<file path="src/rtl/tmp_pkg.sv">
// Shared types, codes and arithmetic helpers of the trapezoidal motion profile planner.
`default_nettype none
package tmp_pkg;

    typedef struct packed {
        logic signed [31:0] start_pos;
        logic signed [31:0] start_vel;
        logic signed [31:0] start_time;
        logic signed [31:0] target_pos;
        logic signed [31:0] target_vel;
    } t_req;

    typedef struct packed {
        logic signed [31:0] seg_start_pos;
        logic signed [31:0] seg_start_vel;
        logic signed [31:0] seg_accel;
        logic signed [31:0] seg_start_time;
        logic signed [31:0] seg_end_pos;
        logic signed [31:0] seg_end_vel;
        logic signed [31:0] seg_end_time;
        logic               present;
        logic               last;
    } t_seg;

    typedef struct packed {
        logic               sg;
        logic signed [33:0] p;
        logic signed [33:0] v;
        logic signed [31:0] tm;
        logic signed [33:0] pt;
        logic signed [33:0] vt;
        logic [30:0]        vpk;
    } t_plan;

    typedef struct packed {
        logic        start;
        logic [63:0] dividend;
        logic [32:0] divisor;
    } t_div_req;

    typedef struct packed {
        logic        done;
        logic [63:0] quot;
    } t_div_rsp;

    typedef enum logic [2:0] {
        F_IDLE,
        F_SQ1,
        F_SQ2,
        F_DA,
        F_ROOT,
        F_PUSH
    } t_front_state;

    typedef enum logic [3:0] {
        B_IDLE,
        B_ACCEL,
        B_DIV,
        B_MDV,
        B_MV,
        B_MDVT,
        B_EMIT,
        B_SQV,
        B_SQVT,
        B_DDIV,
        B_CRUISE,
        B_DECEL,
        B_FLUSH
    } t_back_state;

    typedef enum logic [1:0] {
        PH_ACCEL,
        PH_CRUISE,
        PH_DECEL
    } t_phase;

    localparam logic [1:0] CFG_MAX_VEL = 2'd0;
    localparam logic [1:0] CFG_ACCEL   = 2'd1;

    localparam logic signed [63:0] S32_MAX = 64'sd2147483647;
    localparam logic signed [63:0] S32_MIN = -64'sd2147483648;

    function automatic logic signed [31:0] sat32(input logic signed [63:0] x);
        logic signed [31:0] res;
        if (x > S32_MAX) begin
            res = 32'sh7fffffff;
        end else if (x < S32_MIN) begin
            res = 32'sh80000000;
        end else begin
            res = x[31:0];
        end
        return res;
    endfunction

    function automatic logic [63:0] f_mag(input logic signed [63:0] x);
        logic [63:0] res;
        res = x[63] ? 64'(-x) : 64'(x);
        return res;
    endfunction

    // Product of magnitudes shifted right by 16 or 17, limited to 2^61, sign applied.
    function automatic logic signed [63:0] f_shift_sat(input logic [127:0] prod,
                                                       input logic s17, input logic neg);
        logic [127:0] q;
        logic [63:0]  m;
        q = s17 ? (prod >> 17) : (prod >> 16);
        if ((|q[127:62]) || (q[61] && (|q[60:0]))) begin
            q = 128'(1) << 61;
        end
        m = q[63:0];
        return neg ? -$signed(m) : $signed(m);
    endfunction

endpackage
`default_nettype wire

</file>
<file path="src/rtl/tmp_queue.sv">
// Two-entry queue of classified requests between the front and the back.
`default_nettype none
module tmp_queue (
    input  logic           i_clk,
    input  logic           i_rst_n,
    input  logic           i_push,
    input  tmp_pkg::t_plan i_data,
    output logic           o_full,
    input  logic           i_pop,
    output logic           o_empty,
    output tmp_pkg::t_plan o_data
);
    import tmp_pkg::*;

    t_plan      r_e0;
    t_plan      r_e1;
    logic [1:0] r_cnt;
    logic       do_push;
    logic       do_pop;

    assign o_full  = r_cnt == 2'd2;
    assign o_empty = r_cnt == 2'd0;
    assign o_data  = r_e0;
    assign do_push = i_push && !o_full;
    assign do_pop  = i_pop && !o_empty;

    always_ff @(posedge i_clk) begin
        if (!i_rst_n) begin
            r_cnt <= 2'd0;
        end else begin
            case ({do_push, do_pop})
                2'b10:   r_cnt <= r_cnt + 2'd1;
                2'b01:   r_cnt <= r_cnt - 2'd1;
                default: r_cnt <= r_cnt;
            endcase
        end
    end

    always_ff @(posedge i_clk) begin
        case ({do_push, do_pop})
            2'b10: begin
                if (r_cnt == 2'd0) begin
                    r_e0 <= i_data;
                end else begin
                    r_e1 <= i_data;
                end
            end
            2'b01: begin
                r_e0 <= r_e1;
            end
            2'b11: begin
                r_e0 <= i_data;
            end
            default: begin
            end
        endcase
    end

endmodule
`default_nettype wire

</file>
<file path="config.mk">
export PLATFORM = sky130hd
export DESIGN_NAME = tmp_queue
export DESIGN_NICKNAME = d
export VERILOG_FILES = /design/src/rtl/tmp_pkg.sv /design/src/rtl/tmp_queue.sv
export SDC_FILE = /design/constraint.sdc
export NUM_CORES = 1
export LEC_CHECK = 0
export BUFFER_PORTS_ARGS = -buffer_cell sky130_fd_sc_hd__buf_2
export CAP_MARGIN = 20
export CORE_MARGIN = 5
export CORE_UTILIZATION = 50
export DETAILED_ROUTE_END_ITERATION = 16
export PLACE_DENSITY = 0.73
export SYNTH_ARGS = -nofsm -noshare
export SYNTH_HDL_FRONTEND = slang
export SYNTH_SLANG_ARGS = --single-unit
</file>
<file path="constraint.sdc">
create_clock -name i_clk -period 12.04 [get_ports i_clk]
set_clock_uncertainty 0.1 [all_clocks]
set_input_delay 0.602 -clock i_clk [delete_from_list [all_inputs] [get_ports i_clk]]
set_output_delay 0.602 -clock i_clk [all_outputs]
set_load 0.005 [all_outputs]
</file>
# Word level (Yosys, flattened, before mapping)
# Cells that the tools add are included.
[classes]
n_eq_ne = 5
n_addsub = 2
mux = 3
n_bitwise = 1
shifts = 0
n_lt_le_gt_ge = 0
n_mul = 0
n_div = 0
n_reduce_logical = 9
[ops]
columns = ["op", "n"]
rows = [
  ["$pmux 200 s3", 1],
  ["$mux 200", 1],
  ["$eq 2x2->1 const B", 3],
  ["$pmux 2 s2", 1],
  ["$reduce_and 2->1", 2],
  ["$reduce_bool 3->1", 1],
  ["$add 2x1->2 const B", 1],
  ["$eq 2x1->1 const B", 1],
  ["$logic_and 1x1->1", 2],
  ["$logic_not 1->1", 2],
  ["$logic_not 2->1", 1],
  ["$ne 2x2->1 const B", 1],
  ["$reduce_bool 2->1", 1],
  ["$sub 2x1->2 const B", 1],
  ["$not 1->1", 1],
]
[word_totals]
wordCells = 35
memories = 0
output_inout_bits = 202
rom_bits = 0
latch_bits = 0
regBits = 402
ram_bits = 0

# Logic depth before layout (Yosys ltp)
[depth]
ltp_word = 6
depth_mapped = 6
mapped_depth_nobuf = 6

# Worst setup path before layout
# OpenSTA, ideal clock, no wires.
[synth_timing]
path_type = "input to register"
from = "in i_pop"
to = "reg r_e1[0] in the netlist's numbering, enable pin"
path_stages = 3
arrival_time_ps = 9713
n_path_buf = 0
setup_slack_ps = 1439
cell_sequence = "o21ai_0 > ha_1 > nor2b_1"
[synth_via]
elab_chain_len = 3
[synth_rtl]
columns = ["element", "line", "source"]
rows = [
  ["start: declaration", "tmp_queue.sv:9", "input logic i_pop,"],
  ["$logic_and 1x1->1", "tmp_queue.sv:25", "assign do_pop = i_pop && !o_empty;"],
  ["$eq 2x2->1", "tmp_queue.sv:40", "case ({do_push, do_pop})"],
  ["$reduce_and 2->1 (no line)", "n/a", ""],
  ["end signal: assignment", "tmp_queue.sv:45", "r_e1 <= i_data;"],
  ["end: declaration", "tmp_queue.sv:16", "t_plan r_e1;"],
]
# Every way passes these cells.
# A chain may end at the register's enable or synchronous reset.

# Final worst setup path
[layout_timing]
from = "reg r_cnt[0]"
to = "reg r_e1[177] in the netlist's numbering, enable pin"
[layout_via]
elab_chain_len = 5
elab_cells_between_ends = 9
cone_classes = "eq/ne: 2; bitwise: 1; reduce/logical: 6"
[layout_rtl]
columns = ["element", "line", "source"]
rows = [
  ["start: declaration", "tmp_queue.sv:17", "logic [1:0] r_cnt;"],
  ["start signal: assignment", "tmp_queue.sv:32", "2'b10: r_cnt <= r_cnt + 2'd1;"],
  ["start signal: assignment", "tmp_queue.sv:33", "2'b01: r_cnt <= r_cnt - 2'd1;"],
  ["start signal: assignment", "tmp_queue.sv:34", "default: r_cnt <= r_cnt;"],
  ["$eq 2x2->1 / $logic_not 2->1 (equally long branches)", "tmp_queue.sv:21, tmp_queue.sv:22, tmp_queue.sv:42", ""],
  ["$logic_not 1->1, on equally long branches", "tmp_queue.sv:24, tmp_queue.sv:25", ""],
  ["$logic_and 1x1->1, on equally long branches", "tmp_queue.sv:24, tmp_queue.sv:25", ""],
  ["$eq 2x2->1", "tmp_queue.sv:40", ""],
  ["$reduce_and 2->1 (no line) *", "n/a", ""],
]
# Mark *: on every way between the ends. The rest lies on a longest branch, timed or not.

==> metrics.md <==
| Metric | Value |
|---|---|
| Run status | `complete, no violations` |
| Share of final-layout standard cells stronger than drive strength 1 | `61.1%` |
| Post-synthesis to final-layout area growth | `26.3%` |
| Via count of the first global-routing pass | `between 8,000 and 9,000` |
| Routability-driven placement congestion ratio | `0.798` |
| Residual overflow from global routing | `0` |
| Post-synth top area share | `82.4%` |
| Total nets after synthesis | `between 800 and 900` |
| Remaining max-slew budget at the tightest pin | `between 30 and 40%` |
| GR met3 Demand/Resource | `6.62%` |
| Horiz. Die Dim | `181 um` |
| Clk sinks | `402` |
| Post-DRT Antenna Nets | `0` |
| Dpl hpwl | `roughly 21,000 um` |
| Floorplan row count | `62` |
| Cell type with the highest aggregate area in the netlist | `edfxtp_1` |
| Setup violations, final | `0` |
| Hold Buf Count CTS | `0` |
| Leakage power total | `between 6 and 7 nW` |
| Post-CTS Resized | `0` |
| Worst-case vdd ir drop | `0.175 mV` |
| Met2 GRT Util | `between 30 and 40%` |
| RSZ-0062 raised after global routing | `no` |
| Clock Path Buffers | `3` |
| Netlist cell types | `16` |
| Top cells by area, synth | `edfxtp_1 (82%), mux2_2 (15%), buf_4 (1.0%), dfxtp_1 (0.27%), ha_1 (0.17%)` |
| Most common cell after layout, fill and taps aside | `buf_2` |
| Antenna violations before repair | `12` |
| Effective utilization at floorplan | `50.6%` |
| Die Span Y | `181 um` |
| Total vias in the final route | `7,569` |
| Number of max-cap violations | `0` |
| Gate Count Post-Synth | `642` |
| Total of warnings raised by yosys | `0` |
| Clock input transition at the sequential cells of the worst setup and hold paths | `0.06 ns` |
| Global-route met1 utilization | `21.8%` |
| 1st-pass router iterations | `4` |
| Post-Route Utilization | `64.0%` |
| Global router's overall resource usage | `18.2%` |
| Cts bufs inserted | `between 40 and 50` |
| Initial drt markers | `372` |
| Sequential element share of the synthesized area | `82.7%` |
| Number of storage elements in the synthesis netlist | `402` |
| Max Clk Rate | `284 MHz` |
| Synth Cell Area | `14,600 sq um` |
| CTS tree | `done` |
| Final period demand of the worst path | `3.52 ns` |
| Count of endpoints failing hold in the final timing report | `0` |
| Later-pin clock latency in the skew report | `0.51 ns` |
| Total power density per cell area | `between 200 and 250 nW/um^2` |
| Final Instance Count excl. Fillers | `1,503` |
| Type of the worst setup path | `reg -> reg` |
| Worst min-delay path class | `in -> reg` |
| Maximum number of pins on one net before global-route repair | `74` |
| H-tree depth reported by CTS | `2` |
| Drt drc | `0` |
| Actual transition at the worst max-transition pin | `approximately 1 ns` |
| Data required time of the worst path | `roughly 12 ns` |
| Most used cells in the layout excluding fill and tap cells | `buf_2 (405), edfxtp_1 (400), mux2_2 (200)` |
| Count of buffers inserted at the top-level ports | `405` |
| Final period utilization | `about 30%` |
| Routed wirelength normalized by instance count | `between 20 and 25 um` |
| Total Wirelength | `between 30,000 and 40,000 um` |
| Busiest metal layer after global routing | `met2` |
| Setup tns final | `0 ns` |
| Via-to-Cell Ratio | `around 5.0` |
| Sort of element at the start of the critical path | `flop` |
| Crit path arrival time | `3.55 ns` |
| Number of max-slew violations in the final report | `0` |
| Wire length of the first global-routing pass | `46,800 um` |
| Total cell area at the placement stage | `17,000 sq um` |
| Critical-path maximum fanout | `66` |
| Die ar. | `32,700 sq um` |
| Type of element capturing the critical path | `flop` |
| Final net count | `roughly 1,300` |
| Root Buffer Master | `clkbuf_16` |
| Mean Syn Cell Area | `22.7 sq um` |
| Post CTS Setup Buffer Count | `0` |
| Number of placed cells counting well taps | `around 1,400` |
| Top-Level Pins | `406` |
| Core area | `28,800 sq um` |
| Final standard cell area without fillers | `18,400 sq um` |
-- final cells by class --
class,instances,area (sq um)
Antenna cell,8,20.0
Clock inverter,25,216
Multi-Input combinational cell,215,2380
Timing Repair Buffer,414,2090
Clock buffer,52,1150
Tap cell,384,480
Fill cell,2078,10400
Inverter,3,11.3
Sequential cell,402,12100
-- synthesized netlist by cell type, drive strengths merged --
| master | count |
|---|---|
| mux2 | 200 |
| and2 | 1 |
| nor2b | 1 |
| edfxtp | 400 |
| a21boi | 1 |
| inv | 3 |
| dfxtp | 2 |
| buf | 22 |
| nand2b | 1 |
| nor2 | 1 |
| nand2 | 3 |
| ha | 2 |
| or3 | 1 |
| xnor2 | 2 |
| o21ai | 2 |
-- critical path, stage by stage, from the launching register on --
cell and delay (ns):
dfxtp_1 0.35, o21ai_0 0.43, ha_1 0.24, nor2b_4 0.63, buf_4 0.55, buf_4 0.75
-- power by group --
part / leakage [nW] / internal [W] / switching [W]
clock: 0.651 / 0.000748 / 0.000511
combinational: 2.43 / 0.000354 / 0.000567
sequential: 3.79 / 0.00214 / 0.0000997
total: 6.88 / 0.00324 / 0.00118
-- flip-flops by register name, summed over array words and instances (netlist names) --
| name | count |
|---|---|
| o_data | 200 |
| r_cnt | 2 |
| r_e1 | 200 |
-- metrics by stage --
stage	worst slack (ns)	hold slack [ns]	power [W]
floorplan	1.44	0.380	0.00287
global placement	8.37	0.398	0.00319
detailed placement	8.34	0.413	0.00321
CTS	8.46	0.145	0.00448
global route	8.26	0.144	0.00463
finish	8.52	0.172	0.00442
-- per-layer routing --
metal / part of all wire (%) / vias up
li1: - / 3465
met1: 37 / 3729
met2: 51 / 302
met3: 9.4 / 65
met4: 3.1 / 8
met5: 0.15 / -
-- kinds of logic (layout without fill, tap and decap cells) --
family,count (synthesis),after routing,share of synthesized area [%]
other cells,0,8,0
flops,402,402,82.7
simple gates,8,8,0.275
fa+ha+maj,2,2,0.172
compound gates,3,3,0.120
xor+xnor,2,2,0.120
mux,200,200,15.5
buf+inv,25,494,1.18
-- worst paths after layout --
path                         startpoint                     to  slack (ns)  cells after the start
setup / recovery  r_cnt[0]$_SDFFE_PN0P_    r_e1[177]$_DFFE_PP_        8.52                      5
hold / removal               i_data[74]     r_e1[74]$_DFFE_PP_        0.17                      1
setup reg to reg  r_cnt[0]$_SDFFE_PN0P_    r_e1[177]$_DFFE_PP_        8.52                      5
hold reg to reg   r_cnt[1]$_SDFFE_PN0P_  r_cnt[1]$_SDFFE_PN0P_        0.43                      2
Power figures use the tool's default switching activity.
