[src/rtl/tmp_pkg.sv]
// Shared types, codes and arithmetic helpers of the trapezoidal motion profile planner.
`default_nettype none
package tmp_pkg;

    typedef struct packed {
        logic signed [31:0] start_pos;
        logic signed [31:0] start_vel;
        logic signed [31:0] start_time;
        logic signed [31:0] target_pos;
        logic signed [31:0] target_vel;
    } t_req;

    typedef struct packed {
        logic signed [31:0] seg_start_pos;
        logic signed [31:0] seg_start_vel;
        logic signed [31:0] seg_accel;
        logic signed [31:0] seg_start_time;
        logic signed [31:0] seg_end_pos;
        logic signed [31:0] seg_end_vel;
        logic signed [31:0] seg_end_time;
        logic               present;
        logic               last;
    } t_seg;

    typedef struct packed {
        logic               sg;
        logic signed [33:0] p;
        logic signed [33:0] v;
        logic signed [31:0] tm;
        logic signed [33:0] pt;
        logic signed [33:0] vt;
        logic [30:0]        vpk;
    } t_plan;

    typedef struct packed {
        logic        start;
        logic [63:0] dividend;
        logic [32:0] divisor;
    } t_div_req;

    typedef struct packed {
        logic        done;
        logic [63:0] quot;
    } t_div_rsp;

    typedef enum logic [2:0] {
        F_IDLE,
        F_SQ1,
        F_SQ2,
        F_DA,
        F_ROOT,
        F_PUSH
    } t_front_state;

    typedef enum logic [3:0] {
        B_IDLE,
        B_ACCEL,
        B_DIV,
        B_MDV,
        B_MV,
        B_MDVT,
        B_EMIT,
        B_SQV,
        B_SQVT,
        B_DDIV,
        B_CRUISE,
        B_DECEL,
        B_FLUSH
    } t_back_state;

    typedef enum logic [1:0] {
        PH_ACCEL,
        PH_CRUISE,
        PH_DECEL
    } t_phase;

    localparam logic [1:0] CFG_MAX_VEL = 2'd0;
    localparam logic [1:0] CFG_ACCEL   = 2'd1;

    localparam logic signed [63:0] S32_MAX = 64'sd2147483647;
    localparam logic signed [63:0] S32_MIN = -64'sd2147483648;

    function automatic logic signed [31:0] sat32(input logic signed [63:0] x);
        logic signed [31:0] res;
        if (x > S32_MAX) begin
            res = 32'sh7fffffff;
        end else if (x < S32_MIN) begin
            res = 32'sh80000000;
        end else begin
            res = x[31:0];
        end
        return res;
    endfunction

    function automatic logic [63:0] f_mag(input logic signed [63:0] x);
        logic [63:0] res;
        res = x[63] ? 64'(-x) : 64'(x);
        return res;
    endfunction

    // Product of magnitudes shifted right by 16 or 17, limited to 2^61, sign applied.
    function automatic logic signed [63:0] f_shift_sat(input logic [127:0] prod,
                                                       input logic s17, input logic neg);
        logic [127:0] q;
        logic [63:0]  m;
        q = s17 ? (prod >> 17) : (prod >> 16);
        if ((|q[127:62]) || (q[61] && (|q[60:0]))) begin
            q = 128'(1) << 61;
        end
        m = q[63:0];
        return neg ? -$signed(m) : $signed(m);
    endfunction

endpackage
`default_nettype wire

[src/rtl/tmp_front.sv]
// Front end: takes a request, mirrors and clamps it, and finds the peak velocity.
`default_nettype none
module tmp_front (
    input  logic           i_clk,
    input  logic           i_rst_n,
    input  logic           i_push,
    output logic           o_full,
    input  tmp_pkg::t_req  i_req,
    input  logic [30:0]    i_max_vel,
    input  logic [30:0]    i_accel,
    output logic           o_plan_push,
    output tmp_pkg::t_plan o_plan,
    input  logic           i_plan_full
);
    import tmp_pkg::*;

    t_front_state r_state;
    t_front_state n_state;

    logic               r_in_valid;
    t_req               r_in;
    logic               r_sg;
    logic signed [33:0] r_p;
    logic signed [33:0] r_v;
    logic signed [31:0] r_tm;
    logic signed [33:0] r_pt;
    logic signed [33:0] r_vt;
    logic [32:0]        r_d;
    logic [63:0]        r_acc;
    logic [63:0]        r_n;
    logic [63:0]        r_r;
    logic [4:0]         r_i;

    logic signed [33:0] m_p;
    logic signed [33:0] m_v;
    logic signed [33:0] m_pt;
    logic signed [33:0] m_vt;
    logic signed [33:0] m_d;
    logic               mir;
    logic signed [33:0] w_v;
    logic signed [33:0] w_vmax;
    logic signed [33:0] w_d;
    logic signed [33:0] abs_v;
    logic signed [33:0] abs_vt;
    logic [32:0]        mul_a;
    logic [32:0]        mul_b;
    logic [65:0]        mul_p;
    logic [63:0]        rt_bit;
    logic [63:0]        rt_sum;
    logic               rt_ge;
    logic               take;

    assign o_full = r_in_valid;
    assign take   = (r_state == F_IDLE) && r_in_valid;

    assign m_p    = 34'(r_in.start_pos);
    assign m_v    = 34'(r_in.start_vel);
    assign m_pt   = 34'(r_in.target_pos);
    assign m_vt   = 34'(r_in.target_vel);
    assign m_d    = m_pt - m_p;
    assign mir    = m_d[33] || ((m_d == 34'sd0) && m_v[33]);
    assign w_v    = mir ? -m_v : m_v;
    assign w_vmax = $signed({3'b000, i_max_vel});
    assign w_d    = mir ? -m_d : m_d;

    assign abs_v  = r_v[33] ? -r_v : r_v;
    assign abs_vt = r_vt[33] ? -r_vt : r_vt;
    assign mul_p  = mul_a * mul_b;

    assign rt_bit = 64'(1) << {r_i, 1'b0};
    assign rt_sum = r_r + rt_bit;
    assign rt_ge  = r_n >= rt_sum;

    always_comb begin
        n_state = r_state;
        unique case (r_state)
            F_IDLE:  if (r_in_valid) n_state = F_SQ1;
            F_SQ1:   n_state = F_SQ2;
            F_SQ2:   n_state = F_DA;
            F_DA:    n_state = F_ROOT;
            F_ROOT:  if (r_i == 5'd0) n_state = F_PUSH;
            F_PUSH:  if (!i_plan_full) n_state = F_IDLE;
            default: n_state = F_IDLE;
        endcase
    end

    always_comb begin
        mul_a       = '0;
        mul_b       = '0;
        o_plan_push = 1'b0;
        unique case (r_state)
            F_SQ1: begin
                mul_a = abs_v[32:0];
                mul_b = abs_v[32:0];
            end
            F_SQ2: begin
                mul_a = abs_vt[32:0];
                mul_b = abs_vt[32:0];
            end
            F_DA: begin
                mul_a = r_d;
                mul_b = {2'b00, i_accel};
            end
            F_PUSH: begin
                o_plan_push = !i_plan_full;
            end
            default: begin
            end
        endcase
    end

    always_comb begin
        o_plan.sg  = r_sg;
        o_plan.p   = r_p;
        o_plan.v   = r_v;
        o_plan.tm  = r_tm;
        o_plan.pt  = r_pt;
        o_plan.vt  = r_vt;
        o_plan.vpk = (r_r > {33'd0, i_max_vel}) ? i_max_vel : r_r[30:0];
    end

    always_ff @(posedge i_clk) begin
        if (!i_rst_n) begin
            r_state    <= F_IDLE;
            r_in_valid <= 1'b0;
        end else begin
            r_state <= n_state;
            if (take) begin
                r_in_valid <= 1'b0;
            end else if (i_push && !r_in_valid) begin
                r_in_valid <= 1'b1;
            end
        end
    end

    always_ff @(posedge i_clk) begin
        if (i_push && !r_in_valid) begin
            r_in <= i_req;
        end
        case (r_state)
            F_IDLE: begin
                if (r_in_valid) begin
                    r_sg <= mir;
                    r_p  <= mir ? -m_p : m_p;
                    r_v  <= (w_v > w_vmax) ? w_vmax : w_v;
                    r_tm <= r_in.start_time;
                    r_pt <= mir ? -m_pt : m_pt;
                    r_vt <= mir ? -m_vt : m_vt;
                    r_d  <= w_d[32:0];
                end
            end
            F_SQ1: r_acc <= mul_p[63:0];
            F_SQ2: r_acc <= r_acc + mul_p[63:0];
            F_DA: begin
                r_n <= {1'b0, r_acc[63:1]} + mul_p[63:0];
                r_r <= '0;
                r_i <= 5'd31;
            end
            F_ROOT: begin
                if (rt_ge) begin
                    r_n <= r_n - rt_sum;
                    r_r <= (r_r >> 1) + rt_bit;
                end else begin
                    r_r <= r_r >> 1;
                end
                r_i <= r_i - 5'd1;
            end
            default: begin
            end
        endcase
    end

endmodule
`default_nettype wire

[config.mk]
export PLATFORM = sky130hd
export DESIGN_NAME = tmp_front
export DESIGN_NICKNAME = d
export VERILOG_FILES = /design/src/rtl/tmp_pkg.sv /design/src/rtl/tmp_front.sv
export SDC_FILE = /design/constraint.sdc
export NUM_CORES = 2
export LEC_CHECK = 0
export ABC_AREA = 1
export BUFFER_PORTS_ARGS = -buffer_cell sky130_fd_sc_hd__clkbuf_2
export CAP_MARGIN = 5
export CELL_PAD_IN_SITES_DETAIL_PLACEMENT = 1
export CELL_PAD_IN_SITES_GLOBAL_PLACEMENT = 2
export CORE_MARGIN = 2
export CORE_UTILIZATION = 30
export CTS_CLUSTER_SIZE = 8
export DETAILED_ROUTE_END_ITERATION = 16
export PLACE_DENSITY = 0.69
export SLEW_MARGIN = 15
export SYNTH_ARGS = -nofsm -noshare
export SYNTH_HDL_FRONTEND = slang
export SYNTH_SLANG_ARGS = --single-unit
[constraint.sdc]
create_clock -name i_clk -period 13.4 [get_ports i_clk]
set_input_delay 1.34 -clock i_clk [delete_from_list [all_inputs] [get_ports i_clk]]
set_output_delay 1.34 -clock i_clk [all_outputs]
set_load 0.02 [all_outputs]
* Yosys cells after proc, flatten, opt, wreduce, memory -nomap -nowiden *
Index checks and enable logic that the tools add are counted.

operators by class
  add/sub/neg operators = 14
  equal/unequal tests = 9
  bitwise logic cells = 1
  shifts and indexed selects = 1
  reduce and logical (&&, ||, !) cells = 15
  $lt $le $gt $ge = 3
  multiply operators = 1
  muxes and demuxes = 22

operators with widths
  cell                                               number
  case mux 64 bit (2 select lines)                   3
  case mux 33 bit (3 select lines)                   2
  two-way mux 34 bit                                 4
  negation 32 -> 34 bit                              4
  adder 63 x 64 -> 64 bit                            2
  adder 64 bit                                       2
  two-way mux 64 bit                                 2
  two-way mux 33 bit                                 3
  negation 33 bit                                    3
  greater-or-equal comparator 64 bit                 1
  > comparator 64 x 31 -> 1 bit                      1
  multiplier 33 x 33 -> 64 bit                       1
  left shift 1 x 6 -> 64 bit (first input constant)  1
  subtractor 64 bit                                  1
  two-way mux 31 bit                                 2
  > comparator 34 x 32 -> 1 bit                      1
  zero test 34 bit                                   1
  subtractor 32 x 32 -> 33 bit                       1
  case mux 3 bit (6 select lines)                    1
  case mux 5 bit (2 select lines)                    1
  two-way mux 3 bit                                  3
  inequality test 2 bit (second input constant)      4
  == test 3 x 2 -> 1 bit (second input constant)     2
  == test 3 bit (second input constant)              2
  other kinds (13)                                   18

storage, ports and cells
  output and inout bits = 202
  register bits after elaboration = 563
  logic and storage cells = 85

* Depth between registers and ports, before layout *
  word-level depth = 7
  mapped depth = 64
  gate-level depth less buffers = 63

* Least setup slack after synthesis *
No wires, ideal clock.

  path type = flip-flop to flip-flop
  start = reg r_v[0]
  end = reg r_acc[63], data pin
  clock period less this slack = 10.302 ns
  slack = 3.098 ns
  buffers on the path = 1
  stages on the path, launching flop included = 61
  required time = 13.135 ns
  setup time = 0.265 ns
  arrival time = 10.037 ns
  cell sequence = edfxtp_1 inv_1 ha_1 inv_1 nor3_2 inv_2 nor2_2 nand2_1 inv_2 nand3_2 nor3_2 nor2_1 a21oi_2 inv_1 a21oi_1 nand2_1 nand2_1 o22ai_1 [... 25 more ...] nand3_1 a21oi_1 o21ai_0 nand2_1 nand2_1 nand2_1 nand2_1 or2_2 and2_1 ha_1 a21oi_1 o21a_1 nor2_1 a2111oi_0 nand4_1 a21oi_1 o21ai_0 xor2_1

between the ends
  cells in the longest elaborated chain, start to end = 6

RTL lines
  element                             line              text
  from (decl)                         tmp_front.sv:24   logic signed [33:0] r_v;
  from (signal assigned)              tmp_front.sv:145  r_v <= (w_v > w_vmax) ? w_vmax : w_v;
  negation 33 bit                     tmp_front.sv:66   assign abs_v = r_v[33] ? -r_v : r_v;
  two-way mux 33 bit *                tmp_front.sv:66
  case mux 33 bit (3 select lines)    tmp_front.sv:91   unique case (r_state)
  multiplier 33 x 33 -> 64 bit *      tmp_front.sv:68   assign mul_p = mul_a * mul_b;
  adder 64 bit                        tmp_front.sv:153  F_SQ2: r_acc <= r_acc + mul_p[63:0];
  case mux 64 bit (2 select lines) *  tmp_front.sv:140  case (r_state)
  to (signal assigned)                tmp_front.sv:152  F_SQ1: r_acc <= mul_p[63:0];
  to (signal assigned)                tmp_front.sv:153
  to (decl)                           tmp_front.sv:29   logic [63:0] r_acc;

Every way passes the cells marked *; elsewhere a longest branch is shown, timed or not.
A chain may end at the register's enable or synchronous reset.

* Final worst setup path *
  start = reg r_v[0]
  end = reg r_n[56], data pin

between the ends
  cells in the longest elaborated chain, start to end = 6

RTL lines
  element                             line              text
  negation 33 bit                     tmp_front.sv:66
  two-way mux 33 bit *                tmp_front.sv:66
  case mux 33 bit (3 select lines)    tmp_front.sv:91
  multiplier 33 x 33 -> 64 bit *      tmp_front.sv:68
  adder 63 x 64 -> 64 bit *           tmp_front.sv:155  r_n <= {1'b0, r_acc[63:1]} + mul_p[63:0];
  case mux 64 bit (2 select lines) *  tmp_front.sv:140
  to (signal assigned)                tmp_front.sv:155
  to (signal assigned)                tmp_front.sv:161  r_n <= r_n - rt_sum;
  to (decl)                           tmp_front.sv:30   logic [63:0] r_n;

Marks and branches as above.

==> reports/metrics.yaml <==
ys.flop_type: "edfxtp_1"
cp_max_fo: 21
numClockSinks: 563
outcome: "completed"
clkTransAtPathRegs_ns: 0.06
dp_hpwl_mm: 319
vias: 75500
core_area_sq_um: 279000
postRouteAntennaNets: 0
crit_slowest_cell: "fa_1"
synth_top_family_by_area: "adder cells"
finalHoldViolations: 0
layout_setup_ws_ns: 0.500
grt_usage_pct: 26.0
cap_viol_max_count: 0
clockRootBuffer: "clkbuf_16"
end_kind: "register"
synth_compound_area_share_pct: 10.7
htreeDepth: 3
synth-simple-area-share_pct: 20.1
pre_cts_ws_ns: 0.00107
synth_enable_flop_cells: 559
grt_max_degree: 150
syn_inst: 11000
cts_buffers: 86
yosysUniqueCellTypes: 77
drc: 0
worst_slew_pin_slew_ns: 1.24
io_pins: 428
cts_tree: "built"
num_rows: 194
final_common_cell: "nand2_1"
routedWlPerCell_um: 24.3
cts_buffer_depth: 3
die_h_um: 533
grt.overflow.total: 0
clkLatencyLatePin_ns: 0.78
drt_pass1_iterations: 5
area_growth_pct: 11.7
fillCellCount: 34200
gp_congestion: 0.937
drt_iter0_markers: 4345
period_needed_ns: 12.90
fin_skew_ns: 0.111
fp.dieW_um: 533
netlist_area_sq_um: 84000
antenna_found_initial: 25
drive_above_1_share_pct: 8.14
hold_path.class: "reg -> reg"
wl_mm: 371
cp.arrival_ns: 13.30
cp_slowest_stage_delay_ns: 0.61
relSlewSlack_pct: 16.3
synth_warnings: 0
synth_xor_area_share_pct: 3.95
initial_core_util_pct: 30.1
yosysSeqAreaShare_pct: 20.1
grt_pass1_wl_mm: 551
critPathKind: "reg -> reg"
synth-seq-cells: 563
yosys.area_share.adder_pct: 32.2
layout_common_cells: "nand2_1, inv_1, fa_1, nor2_1, a21oi_1"
nets: 13300
portBuffers: 427
critPathLaunchType: "register"
holdWs_ns: 0.372
drv_slew: 0
synthMuxAreaShare_pct: 0
setup_viol: 0
worstPathRequired_ns: 13.80
dieArea_sq_um: 284000
synth_fp_nets: 12900
place_inst: 15100
avgSynthCellArea_sq_um: 7.60
layout_worst_path_cycle_share_pct: 96.3
first_global_vias: 83000
cts_hold_buf: 0
avgViaCountPerCell: 4.96
timing.fmax_mhz: 77.5
async_reset_ff_share_pct: 0
final_cells: 15200
==> final timing paths <==
| check | start | end | slack [ns] | cells past startpoint |
|---|---|---|---|---|
| setup / recovery | r_v[0] | r_n[56] | 0.50 | 51 |
| hold / removal | r_in[79] | r_tm[15] | 0.37 | 0 |
| setup reg to reg | r_v[0] | r_n[56] | 0.50 | 51 |
| hold reg to reg | r_in[79] | r_tm[15] | 0.37 | 0 |
==> cells in the mapped netlist (11+ instances only) <==
library cell  count  area [sq um]
nand2_1        2520          9460
inv_1          2466          9260
fa_1            961         19200
nor2_1          847          3180
a21oi_1         656          3280
ha_1            621          7770
edfxtp_1        559         16800
o21ai_0         555          2780
nand3_1         318          1590
xor2_1          254          2220
nor3_1          130           651
buf_2           122           611
xnor2_1         121          1060
clkbuf_1        112           420
a31oi_1          89           557
nand4_1          81           507
nor4_1           62           388
o21ai_1          59           295
a21o_1           42           315
buf_4            32           240
o21a_1           30           225
or2_2            30           188
inv_2            28           105
o211ai_1         26           195
and3_1           23           144
o21bai_1         23           173
nand2_2          22           138
o22ai_1          22           138
o31ai_1          20           150
and2_1           15          93.8
buf_6            15           169
a211oi_1         14           105
nor2_2           14          87.6
a21oi_2          13           114
buf_1            13          48.8
a21boi_0         12          90.1
nor3_2           11           110
==> routing by layer <==
layer / global-route usage [%] / routed length, um / vias up
li1: - / - / 35300
met1: 32.6 / 158000 / 38400
met2: 46.1 / 185000 / 1476
met3: 2.45 / 14100 / 408
met4: 9.06 / 14000 / 4
met5: 0 / 30 / -
==> critical path: cells and delay by family, from the launching register on <==
family                     cells  cell delay [ns]
AOI/OAI and AO/OA             10             1.98
xor gates and xnor gates       1             0.27
adders and majority gates     10             4.97
buffers and inverters         10             1.22
DFF                            1             0.40
and+or+nand+nor               20             3.64
==> stage by stage <==
stage / utilization [%] / setup TNS (ns) / area (sq um)
floorplan: - / 0 / 84000
global placement: 32.6 / -0.0138 / 91000
detailed placement: 32.6 / 0 / 91000
CTS: 33.5 / 0 / 93500
global route: 33.6 / -0.0167 / 93800
finish: 33.6 / 0 / 93800
==> sequential cells by signal, indices dropped and copies added (netlist names), 33 cells and up <==
register,count
r_acc,64
r_p,34
r_v,34
r_pt,34
r_n,64
r_d,33
r_vt,34
r_r,64
==> cell families (layout without fill, tap and decap cells) <==
family,Yosys count,in the layout
AND/OR/NAND/NOR,4109,4109
buffers and inverters,2789,3256
AO/OA/AOI/OAI,1622,1622
adder cells (fa/ha/maj),1582,1582
flip-flops,563,563
XOR/XNOR,377,377
other,0,10
==> layout make-up <==
| type | count | area [sq um] | area share (%) |
|---|---|---|---|
| tap | 3724 | 4660 | 4.97 |
| inverter | 2495 | 9370 | 9.99 |
| sequential | 563 | 16900 | 18.0 |
| multi-input combinational | 7690 | 56500 | 60.2 |
| antenna | 10 | 25.0 | 0.0267 |
| timing repair buffer | 644 | 3880 | 4.14 |
| clock inverter | 21 | 317 | 0.338 |
| clock buffer | 96 | 2190 | 2.33 |
==> repair_timing <==
item / 4_1_cts / 5_1_grt
resized for setup: 2 / 35
setup buffers: 0 / 9
endpoints found under the setup margin: 4 / 33
Power is not shown: default switching activity piles up to over one toggle a cycle in this logic, so the estimate is an artifact.
