$ cat src/rtl/tmp_pkg.sv
// Shared types, codes and arithmetic helpers of the trapezoidal motion profile planner.
`default_nettype none
package tmp_pkg;

    typedef struct packed {
        logic signed [31:0] start_pos;
        logic signed [31:0] start_vel;
        logic signed [31:0] start_time;
        logic signed [31:0] target_pos;
        logic signed [31:0] target_vel;
    } t_req;

    typedef struct packed {
        logic signed [31:0] seg_start_pos;
        logic signed [31:0] seg_start_vel;
        logic signed [31:0] seg_accel;
        logic signed [31:0] seg_start_time;
        logic signed [31:0] seg_end_pos;
        logic signed [31:0] seg_end_vel;
        logic signed [31:0] seg_end_time;
        logic               present;
        logic               last;
    } t_seg;

    typedef struct packed {
        logic               sg;
        logic signed [33:0] p;
        logic signed [33:0] v;
        logic signed [31:0] tm;
        logic signed [33:0] pt;
        logic signed [33:0] vt;
        logic [30:0]        vpk;
    } t_plan;

    typedef struct packed {
        logic        start;
        logic [63:0] dividend;
        logic [32:0] divisor;
    } t_div_req;

    typedef struct packed {
        logic        done;
        logic [63:0] quot;
    } t_div_rsp;

    typedef enum logic [2:0] {
        F_IDLE,
        F_SQ1,
        F_SQ2,
        F_DA,
        F_ROOT,
        F_PUSH
    } t_front_state;

    typedef enum logic [3:0] {
        B_IDLE,
        B_ACCEL,
        B_DIV,
        B_MDV,
        B_MV,
        B_MDVT,
        B_EMIT,
        B_SQV,
        B_SQVT,
        B_DDIV,
        B_CRUISE,
        B_DECEL,
        B_FLUSH
    } t_back_state;

    typedef enum logic [1:0] {
        PH_ACCEL,
        PH_CRUISE,
        PH_DECEL
    } t_phase;

    localparam logic [1:0] CFG_MAX_VEL = 2'd0;
    localparam logic [1:0] CFG_ACCEL   = 2'd1;

    localparam logic signed [63:0] S32_MAX = 64'sd2147483647;
    localparam logic signed [63:0] S32_MIN = -64'sd2147483648;

    function automatic logic signed [31:0] sat32(input logic signed [63:0] x);
        logic signed [31:0] res;
        if (x > S32_MAX) begin
            res = 32'sh7fffffff;
        end else if (x < S32_MIN) begin
            res = 32'sh80000000;
        end else begin
            res = x[31:0];
        end
        return res;
    endfunction

    function automatic logic [63:0] f_mag(input logic signed [63:0] x);
        logic [63:0] res;
        res = x[63] ? 64'(-x) : 64'(x);
        return res;
    endfunction

    // Product of magnitudes shifted right by 16 or 17, limited to 2^61, sign applied.
    function automatic logic signed [63:0] f_shift_sat(input logic [127:0] prod,
                                                       input logic s17, input logic neg);
        logic [127:0] q;
        logic [63:0]  m;
        q = s17 ? (prod >> 17) : (prod >> 16);
        if ((|q[127:62]) || (q[61] && (|q[60:0]))) begin
            q = 128'(1) << 61;
        end
        m = q[63:0];
        return neg ? -$signed(m) : $signed(m);
    endfunction

endpackage
`default_nettype wire

$ cat src/rtl/tmp_div.sv
// Shared restoring divider, one quotient bit per cycle.
`default_nettype none
module tmp_div (
    input  logic              i_clk,
    input  logic              i_rst_n,
    input  tmp_pkg::t_div_req i_req,
    output tmp_pkg::t_div_rsp o_rsp
);
    import tmp_pkg::*;

    logic        r_busy;
    logic        r_done;
    logic [5:0]  r_cnt;
    logic [32:0] r_rem;
    logic [32:0] r_dvs;
    logic [63:0] r_q;
    logic [33:0] rem_sh;
    logic [33:0] rem_diff;
    logic        fits;

    assign rem_sh   = {r_rem, r_q[63]};
    assign rem_diff = rem_sh - {1'b0, r_dvs};
    assign fits     = rem_sh >= {1'b0, r_dvs};

    always_ff @(posedge i_clk) begin
        if (!i_rst_n) begin
            r_busy <= 1'b0;
            r_done <= 1'b0;
        end else begin
            r_done <= 1'b0;
            if (i_req.start) begin
                r_busy <= 1'b1;
            end else if (r_busy && (r_cnt == 6'd0)) begin
                r_busy <= 1'b0;
                r_done <= 1'b1;
            end
        end
    end

    always_ff @(posedge i_clk) begin
        if (i_req.start) begin
            r_cnt <= 6'd63;
            r_rem <= '0;
            r_q   <= i_req.dividend;
            r_dvs <= i_req.divisor;
        end else if (r_busy) begin
            r_rem <= fits ? rem_diff[32:0] : rem_sh[32:0];
            r_q   <= {r_q[62:0], fits};
            r_cnt <= r_cnt - 6'd1;
        end
    end

    assign o_rsp.done = r_done;
    assign o_rsp.quot = r_q;

endmodule
`default_nettype wire

$ cat config.mk
export PLATFORM = sky130hd
export DESIGN_NAME = tmp_div
export DESIGN_NICKNAME = d
export VERILOG_FILES = /design/src/rtl/tmp_pkg.sv /design/src/rtl/tmp_div.sv
export SDC_FILE = /design/constraint.sdc
export NUM_CORES = 1
export LEC_CHECK = 0
export BUFFER_PORTS_ARGS = -buffer_cell sky130_fd_sc_hd__buf_4
export CORE_MARGIN = 10
export CORE_UTILIZATION = 28
export DETAILED_ROUTE_END_ITERATION = 8
export SKIP_LAST_GASP = 1
export SYNTH_ARGS = -nofsm -noshare
export SYNTH_HDL_FRONTEND = slang
export SYNTH_SLANG_ARGS = --single-unit
$ cat constraint.sdc
create_clock -name i_clk -period 2.9 [get_ports i_clk]
set_clock_uncertainty 0.05 [all_clocks]
set_input_delay 0.58 -clock i_clk [delete_from_list [all_inputs] [get_ports i_clk]]
set_output_delay 0.58 -clock i_clk [all_outputs]
set_load 0.02 [all_outputs]
* Word-level counts from Yosys, hierarchy flattened *
Index checks and enable logic that the tools add are counted.

word-level totals
  logic and storage cells = 21
  bits of input ports = 100
  output and inout port bits = 65
  flip-flop bits (word level) = 138

operators by class
  bitwise operators = 1
  multiplexer cells = 6
  add/sub/neg operators = 2
  $lt $le $gt $ge = 1
  reductions and logical operators = 5

operator list
  kind                 number
  $mux 64              2
  $ge 34x33->1         1
  $mux 33              1
  $sub 33x33->33       1
  $logic_not 6->1      1
  $sub 6x1->6 const B  1
  $reduce_bool 2->1    2
  $mux 1               3
  $reduce_or 2->1      1
  $logic_and 1x1->1    1
  $not 1->1            1

* Depth between registers and ports, before layout *
Gate-level depths: netlist of the first run.

  word-level depth = 4
  depth in mapped cells = 14
  depth with buffers taken out = 12

* Least setup slack after synthesis of the first run *
Ideal clock, no wire load.

  kind = flip-flop to flip-flop
  start point = register r_q[63]
  end point = register r_q[0], data pin
  arrival time = 2.814 ns
  slack = -0.224 ns
  cell stages (with the launch flop) = 13
  data required time = 2.590 ns
  setup time = 0.260 ns
  path through = edfxtp_1 inv_1 ha_1 inv_1 fa_1 a21o_1 a221oi_2 o31ai_4 a31oi_4 a21boi_2 o21ai_1 clkbuf_1 mux2_2

on the way
  word-level cells in the longest chain between the ends = 3

RTL lines
  item                      line           source
  start: declaration        tmp_div.sv:16  logic [63:0] r_q;
  start signal: assignment  tmp_div.sv:44  r_q <= i_req.dividend;
  start signal: assignment  tmp_div.sv:48  r_q <= {r_q[62:0], fits};
  $ge 34x33->1              tmp_div.sv:23  assign fits = rem_sh >= {1'b0, r_dvs};
  $mux 64                   tmp_div.sv:46  end else if (r_busy) begin
  $mux 64                   tmp_div.sv:41  if (i_req.start) begin

Every way passes these cells. The select of a mux whose other input is x is not followed.
A chain may end at the register's enable or synchronous reset.

* Worst setup path in the final report of the first run *
  start point = register r_q[63]
  end point = register r_rem[8]

on the way
  word-level cells in the longest chain between the ends = 2
  elaborated cells between the ends (all ways) = 3
  those cells by class = add/sub (1); order compare (1); mux (1)

RTL lines
  item                                            line                          source
  $sub 33x33->33 or $ge 34x33->1 (tied branches)  tmp_div.sv:22, tmp_div.sv:23
  $mux 33 (*)                                     tmp_div.sv:47                 r_rem <= fits ? rem_diff[32:0] : rem_sh[32:0];
  end signal: assignment                          tmp_div.sv:47
  end: declaration                                tmp_div.sv:14                 logic [32:0] r_rem;

Every way passes the cells marked *; elsewhere a longest branch is shown, timed or not.

==> summary.md, run 1 <==
| Metric | Value |
|---|---|
| Final WL | roughly 23000 um |
| Post-Synth Simple-Gate Area | roughly a tenth |
| Status | finished, violations left |
| Slew Viols, Final | 0 |
| Violated checks | negative setup slack |
| Antenna cells | 0 |
| Max-cap violations | 0 |
| CP max stage cell | edfxtp_1 |
| Final setup vio count | 1 |
| Drt first pass iters | 4 |
| H-tree level count | 4 |
| Initial antenna violation count | 0 |
| DR vias/cell | 4.95 |
| Final HPWL DP | 16800 um |
| Synth Instances | 658 |
| Non-Filler Instances | 1216 |
| Core Area | approximately 26000 um^2 |
| Post-synth EDFFs | 97 |
| Cts bufs inserted | 17 |
| Peak VDD IR | 0.000373 V |
| Slew @ Worst Pin | approximately 0.61 ns |
| Ys Warns | 0 |
| Clock Tree Buf Depth | 2 |
| First-pass GRT wire length | around 36000 um |
| Top_reg_cell synth | edfxtp_1 |
| Initial core utilization | between 20% and 30% |
| Sink Count | 138 |
| Seq/Total Area, Yosys | 50.5% |
| Final Cycle Share | 100% |
| Relative max-transition margin | 58.9% |
| Largest net degree at the start of global routing | 38 |
| Synth Area per Inst | roughly 11 um^2 |
| Die ar. | 33300 um^2 |
| Multi-input combinational cell area | 3570 um^2 |
| Port Buf Inserts | 164 |
| Post-Syn Area | roughly 7400 um^2 |
| Fmax | 345 MHz |
| Worst Setup Start Kind | flip-flop |
| RSZ-0062 raised after global routing | yes |
| Vias | ~6000 |
| Pint | a little over 4 mW |
| P per Cell Area | 567 nW/um^2 |
| Placer Congestion | 0.876 |
| Sw Pwr | 1.69 mW |
| Net Sw Frac | 29.0% |
| Skew-Pair Late Insertion Delay | 0.43 ns |
| Syn nets | between 700 and 800 |
| Setup CP Type | flip-flop to flip-flop |
| Fillers | between 2000 and 3000 |
| Worst-path cell chain | inv_1, ha_2, inv_2, fa_2, a21o_1, a221oi_4, o31ai_4, a31oi_4, a21boi_4, o21a_4, buf_8, nand2_1, a311oi_1 |
| Gr ovfl total | 0 |
| DRC viols | 0 |
| Fraction of power consumed by the clock network | 39.3% |
| Post-synthesis register bit count | 138 |
| CTS tree | built |
| Register area | 3730 um^2 |
| Number of DRC markers in iteration 0 | slightly below 300 |
| CP Capture Type | flip-flop |
| Total track usage | 13.6% |
| Layout area overhead | 38.9% |
| Placed Instances | 1171 |
| Fin. Hold Viols | 0 |
| Min cycle time layout | a little under 3 ns |
| Die Wd | around 180 um |
| Synth Area in Compound Gates | 15.7% |
| Clk slew on worst S/H paths | 0.07 ns |
| Die height | 183 um |
| Xor/xnor share of the synthesized area | 3.79% |
| Final worst slack | -0.00151 ns |
| I/O pins | 165 |
| Post-synthesis adder-cell area fraction | approximately 6.0% |
| Number of global-route vias before repair | roughly 6300 |
| Fin nets | 1003 |
| Routed WL per cell | 18.8 um |
| Final hold slack | 0.271 ns |
| Critical path peak fanout | 10 |
| Post-synthesis mux area share | about 9.9% |
| Hold Buf Count CTS | 0 |
| Async SR Flop Fraction | 0% |
| Fraction of layout cells with a size suffix above 1 | 41.0% |
| Final core occ | 39.4% |
| Worst Hold Class | primary input to flip-flop |
| Root Buffer Master | clkbuf_16 |
| Cell variety after synth | 63 |
| FP Rows | 59 |
| Pleak | 4.28 nW |
| CP required | 3.17 ns |
| Routed Antenna Nets | 0 |
| Arrival time worst endpoint | 3.17 ns |
| Gate power share | 19.6% |
| Max incr delay on CP | 0.38 ns |
| Main combinational cell family by area after synthesis | compound AO/OA/AOI/OAI gates |
| Seq pwr share | approximately two fifths |
==> placed cells by master (no fill, tap or decap), drive strengths merged, types with 26 or more instances in the layout <==
cell type  instances
buf              221
edfxtp            97
mux2              64
nand2             57
inv               54
dfxtp             41
ha                34
nor2              34
a21oi             31
o21ai             26
==> metal layers <==
layer / vias up / global-route usage, % / wire length [um]
met5: - / 0 / 0
met4: 0 / 4.33 / 371
met3: 23 / 6.81 / 2520
met2: 215 / 20.6 / 10100
met1: 2887 / 16.4 / 9890
li1: 2895 / - / -
==> registers in the layout (all words and copies together), names as in the netlist <==
name	flops
r_q	64
r_dvs	33
r_rem	33
r_cnt	6
r_busy	1
r_done	1
==> worst max-delay path, delay by kind of cell, from the launching register on <==
| kind | cells | cell delay (ns) |
|---|---|---|
| simple gates | 1 | 0.05 |
| buf+inv | 3 | 0.25 |
| fa+ha+maj | 2 | 0.50 |
| compound gates | 7 | 1.55 |
| flops | 1 | 0.38 |
==> final cells by class <==
class	instances	area share, %
timing repair buffer	222	17.4
clock buffer	18	4.18
tap	335	4.08
multi-input combinational	445	34.7
inverter	44	1.61
sequential	138	36.3
clock inverter	14	1.68
==> power groups by stage <==
stage	Sequential, mW	Clock (mW)	Combinational [mW]
6_report	2.39	2.29	1.14
3_3_place_gp	2.43	0	1.10
2_1_floorplan	2.52	0	0.509
5_1_grt	2.41	2.42	1.25
3_5_place_dp	2.43	0	1.10
4_1_cts	2.39	2.36	1.12
==> synth_stat cells (all sizes together) (9+ instances only) <==
| cell | n | share of area (%) |
|---|---|---|
| xor2 | 17 | 2.0 |
| ha | 34 | 5.8 |
| a32oi | 13 | 1.5 |
| a21oi | 31 | 2.1 |
| o21ai | 26 | 1.8 |
| nor2 | 34 | 1.7 |
| edfxtp | 97 | 39 |
| a311oi | 15 | 1.8 |
| clkbuf | 22 | 1.1 |
| inv | 44 | 2.2 |
| a21o | 13 | 1.3 |
| buf | 9 | 0.69 |
| dfxtp | 41 | 11 |
| xnor2 | 15 | 1.8 |
| nand3 | 19 | 1.3 |
| mux2 | 64 | 9.7 |
| nand2 | 57 | 2.9 |
==> what timing repair did <==
action / CTS / global route
setup buffers: 5 / 6
pin swaps: 3 / 14
cloned: 1 / 1
gates resized for setup: 5 / 40
endpoints found under the setup margin: 18 / 34
==> kinds of logic after synthesis <==
group	Yosys count
muxes	65
AOI/OAI and AO/OA	155
buffers and inverters	75
DFF	138
xor gates and xnor gates	32
and+or+nand+nor	158
adders and majority gates	35
==> stage by stage <==
step | TNS, ns | setup slack [ns] | area, um^2 | power, mW
3_5_place_dp | -0.595 | -0.0746 | 9320 | 3.54
5_1_grt | -3.64 | -0.154 | 10300 | 6.08
4_1_cts | -0.0456 | -0.0245 | 10000 | 5.87
2_1_floorplan | -0.0689 | -0.0519 | 7430 | 3.03
3_3_place_gp | 0 | 0.0192 | 9320 | 3.53
6_report | -0.00151 | -0.00151 | 10300 | 5.82
==> path summary, 6_finish.rpt <==
kind,startpoint,to,slack (ns),cells past startpoint
min reg2reg,r_cnt[0],r_cnt[0],0.43,2
max reg2reg,r_q[63],r_rem[8],-0.002,13
min,i_req[30],r_dvs[30],0.27,1
max,r_q[63],r_rem[8],-0.002,13
Power figures use the tool's default switching activity.
==> run 2, diff against run 1 <==
--- a/config.mk
+++ b/config.mk
@@ -6,6 +6,7 @@
 export NUM_CORES = 1
 export LEC_CHECK = 0
 export BUFFER_PORTS_ARGS = -buffer_cell sky130_fd_sc_hd__buf_4
+export CORE_ASPECT_RATIO = 0.9
 export CORE_MARGIN = 10
 export CORE_UTILIZATION = 28
 export DETAILED_ROUTE_END_ITERATION = 8
==> summary.md, run 2 (synthesis gave the netlist of run 1 again) <==
| Metric | Value |
|---|---|
| Multi-input combinational cell area | 3480 um^2 (-2.5%) |
| Pre-CTS setup slack | -0.0460 ns (+0.0286 ns) |
| Arrival time worst endpoint | 2.99 ns (-0.18 ns) |
| Initial antenna violation count | 0 (unchanged) |
| Total track usage | 12.9% (-0.68 points) |
| Vias | 5843 (-2.9%) |
| Max reg flops | 64 (unchanged) |
| P per Cell Area | 569 nW/um^2 (+0.28%) |
| Fmax | 348 MHz (+1.0%) |
| Final Cycle Share | 99.1% (-0.99 points) |
| Number of global-route vias before repair | 6047 (-4.6%) |
| Die ar. | 33300 um^2 (about the same) |
| H-tree level count | 4 (unchanged) |
| Register area | 3730 um^2 (unchanged) |
| Layout area overhead | 36.5% |
| Relative max-transition margin | 38.9% (-20 points) |
| Fin nets | 1002 (-0.10%) |
| Routed WL per cell | 17.7 um (-6.2%) |
| Biggest register | r_q |
| Number of DRC markers in iteration 0 | 323 (+9.5%) |
| Routed Antenna Nets | 0 (unchanged) |
| Final setup vio count | 0 (-1) |
| Most frequent CP cell | inv_1 |
| Fillers | 2580 (+1.3%) |
| Status | complete, no violations |
| Root Buffer Master | clkbuf_16 |
| Clk slew on worst S/H paths | 0.07 ns (about the same) |
| Max-cap violations | 0 (unchanged) |
| CP max stage cell | edfxtp_1 |
| Setup TNS | 0 ns (+0.00151 ns) |
| Slew @ Worst Pin | 0.915 ns (+0.306 ns) |
| Core Area | 26100 um^2 (about the same) |
| Die height | 174 um (-4.6%) |
| Design Power | 5.74 mW (-1.5%) |
| Pleak | 4.22 nW (-1.4%) |
| Clock Tree Buf Depth | 2 (unchanged) |
| Leading registers by flop count | r_q (64), r_dvs (33), r_rem (33) |
| Sink Count | 138 (unchanged) |
| FP Rows | 56 (-5.1%) |
| Setup CP Type | flip-flop to flip-flop |
| Gr ovfl total | 0 (unchanged) |
| Peak VDD IR | 0.000354 V (-5.0%) |
| Slew Viols, Final | 0 (unchanged) |
| CP required | 3.02 ns (-0.15 ns) |
| Worst Hold Class | primary input to flip-flop |
| Worst-path cell chain | inv_1, ha_1, inv_1, fa_2, a21o_1, a221oi_4, o31ai_4, a31oi_4, a21boi_4, o21ai_2, buf_6, mux2_2 |
| Cts bufs inserted | 17 (unchanged) |
| CTS tree | built |
| First-pass GRT wire length | 34000 um (-4.8%) |
| Max incr delay on CP | 0.38 ns (about the same) |
| Non-Filler Instances | 1227 (+0.90%) |
| RSZ-0062 raised after global routing | yes |
| Skew-Pair Late Insertion Delay | 0.42 ns (about the same) |
| Drt first pass iters | 5 (+1) |
| DRC viols | 0 (unchanged) |
| Port Buf Inserts | 164 (unchanged) |
| Fin. Hold Viols | 0 (unchanged) |
| Worst Setup Start Kind | flip-flop |
| Fraction of layout cells with a size suffix above 1 | 39.7% (-1.3 points) |
| Most frequent cells in the layout | buf_4, edfxtp_1, mux2_2 |
| Critical path peak fanout | 5 (-5) |
| CP Capture Type | flip-flop |
| Die Wd | 191 um (+4.8%) |
| Final WL | 21700 um (-5.3%) |
| Initial core utilization | 28.4% (about the same) |
| Leading cell type in the layout, fill and taps excluded | buf_4 |
| Final worst slack | 0.0272 ns (+0.0287 ns) |
| Final HPWL DP | 16500 um (-1.5%) |
| I/O pins | 165 (unchanged) |
| Placer Congestion | 0.850 (-2.9%) |
| Antenna cells | 0 (unchanged) |
| Placed Instances | 1192 (+1.8%) |
| Largest net degree at the start of global routing | 53 (+39%) |
| DR vias/cell | 4.76 (-3.8%) |
| Min cycle time layout | 2.87 ns (-0.0287 ns) |
-- run 2: cell types whose count changed in the layout (fill, tap and decap cells not counted), sizes merged --
cell and change:
clkinv +2, inv -2, clkbuf -2
-- run 2: what timing repair did --
| item | 4_1_cts | 5_1_grt |
|---|---|---|
| resized for setup | 2 | 25 |
| cloned | 0 | 0 |
| setup buffers | 1 | 3 |
| endpoints found under the setup margin | 26 | 34 |
| hold buffers | 0 | 0 |
| pin swaps | 2 | 9 |
-- run 2: worst max-delay path, delay by kind of cell (launching register included) --
kind                       cells  cell delay [ns]
muxes                          1             0.25
adders and majority gates      2             0.48
DFF                            1             0.38
buffers and inverters          3             0.26
AOI/OAI and AO/OA              6             1.19
-- run 2: final timing paths --
kind         slack, ns         to  cells past startpoint       from
max               0.03     r_q[0]                     12    r_q[63]
min               0.29  r_dvs[16]                      1  i_req[16]
max reg2reg       0.03     r_q[0]                     12    r_q[63]
min reg2reg       0.43   r_cnt[0]                      2   r_cnt[0]
-- run 2: power breakdown --
part | internal [mW] | switching [mW]
Clock | 1.29 | 0.925
Sequential | 2.30 | 0.0926
Combinational | 0.537 | 0.599
Total | 4.12 | 1.62
-- run 2: area by class of cell --
class,instances,area share (%)
inverter,44,1.64
clock inverter,14,1.59
timing repair buffer,221,16.8
sequential,138,37.0
clock buffer,17,4.22
multi-input combinational,445,34.5
tap,348,4.31
-- run 2: metrics by stage --
stage / hold slack, ns / cell area, um^2 / util [%]
2_1_floorplan: 0.398 / 7430 / -
3_3_place_gp: 0.414 / 9370 / 35.9
3_5_place_dp: 0.421 / 9370 / 35.9
4_1_cts: 0.267 / 9970 / 38.2
5_1_grt: 0.266 / 10100 / 38.7
6_report: 0.285 / 10100 / 38.7
-- run 2: routing by layer --
| layer | track usage [%] | vias up | part of all wire (%) |
|---|---|---|---|
| li1 | - | 2890 | - |
| met1 | 16.7 | 2736 | 44 |
| met2 | 18.5 | 209 | 43 |
| met3 | 6.88 | 8 | 11 |
| met4 | 2.77 | 0 | 0.67 |
| met5 | 0 | - | 0 |
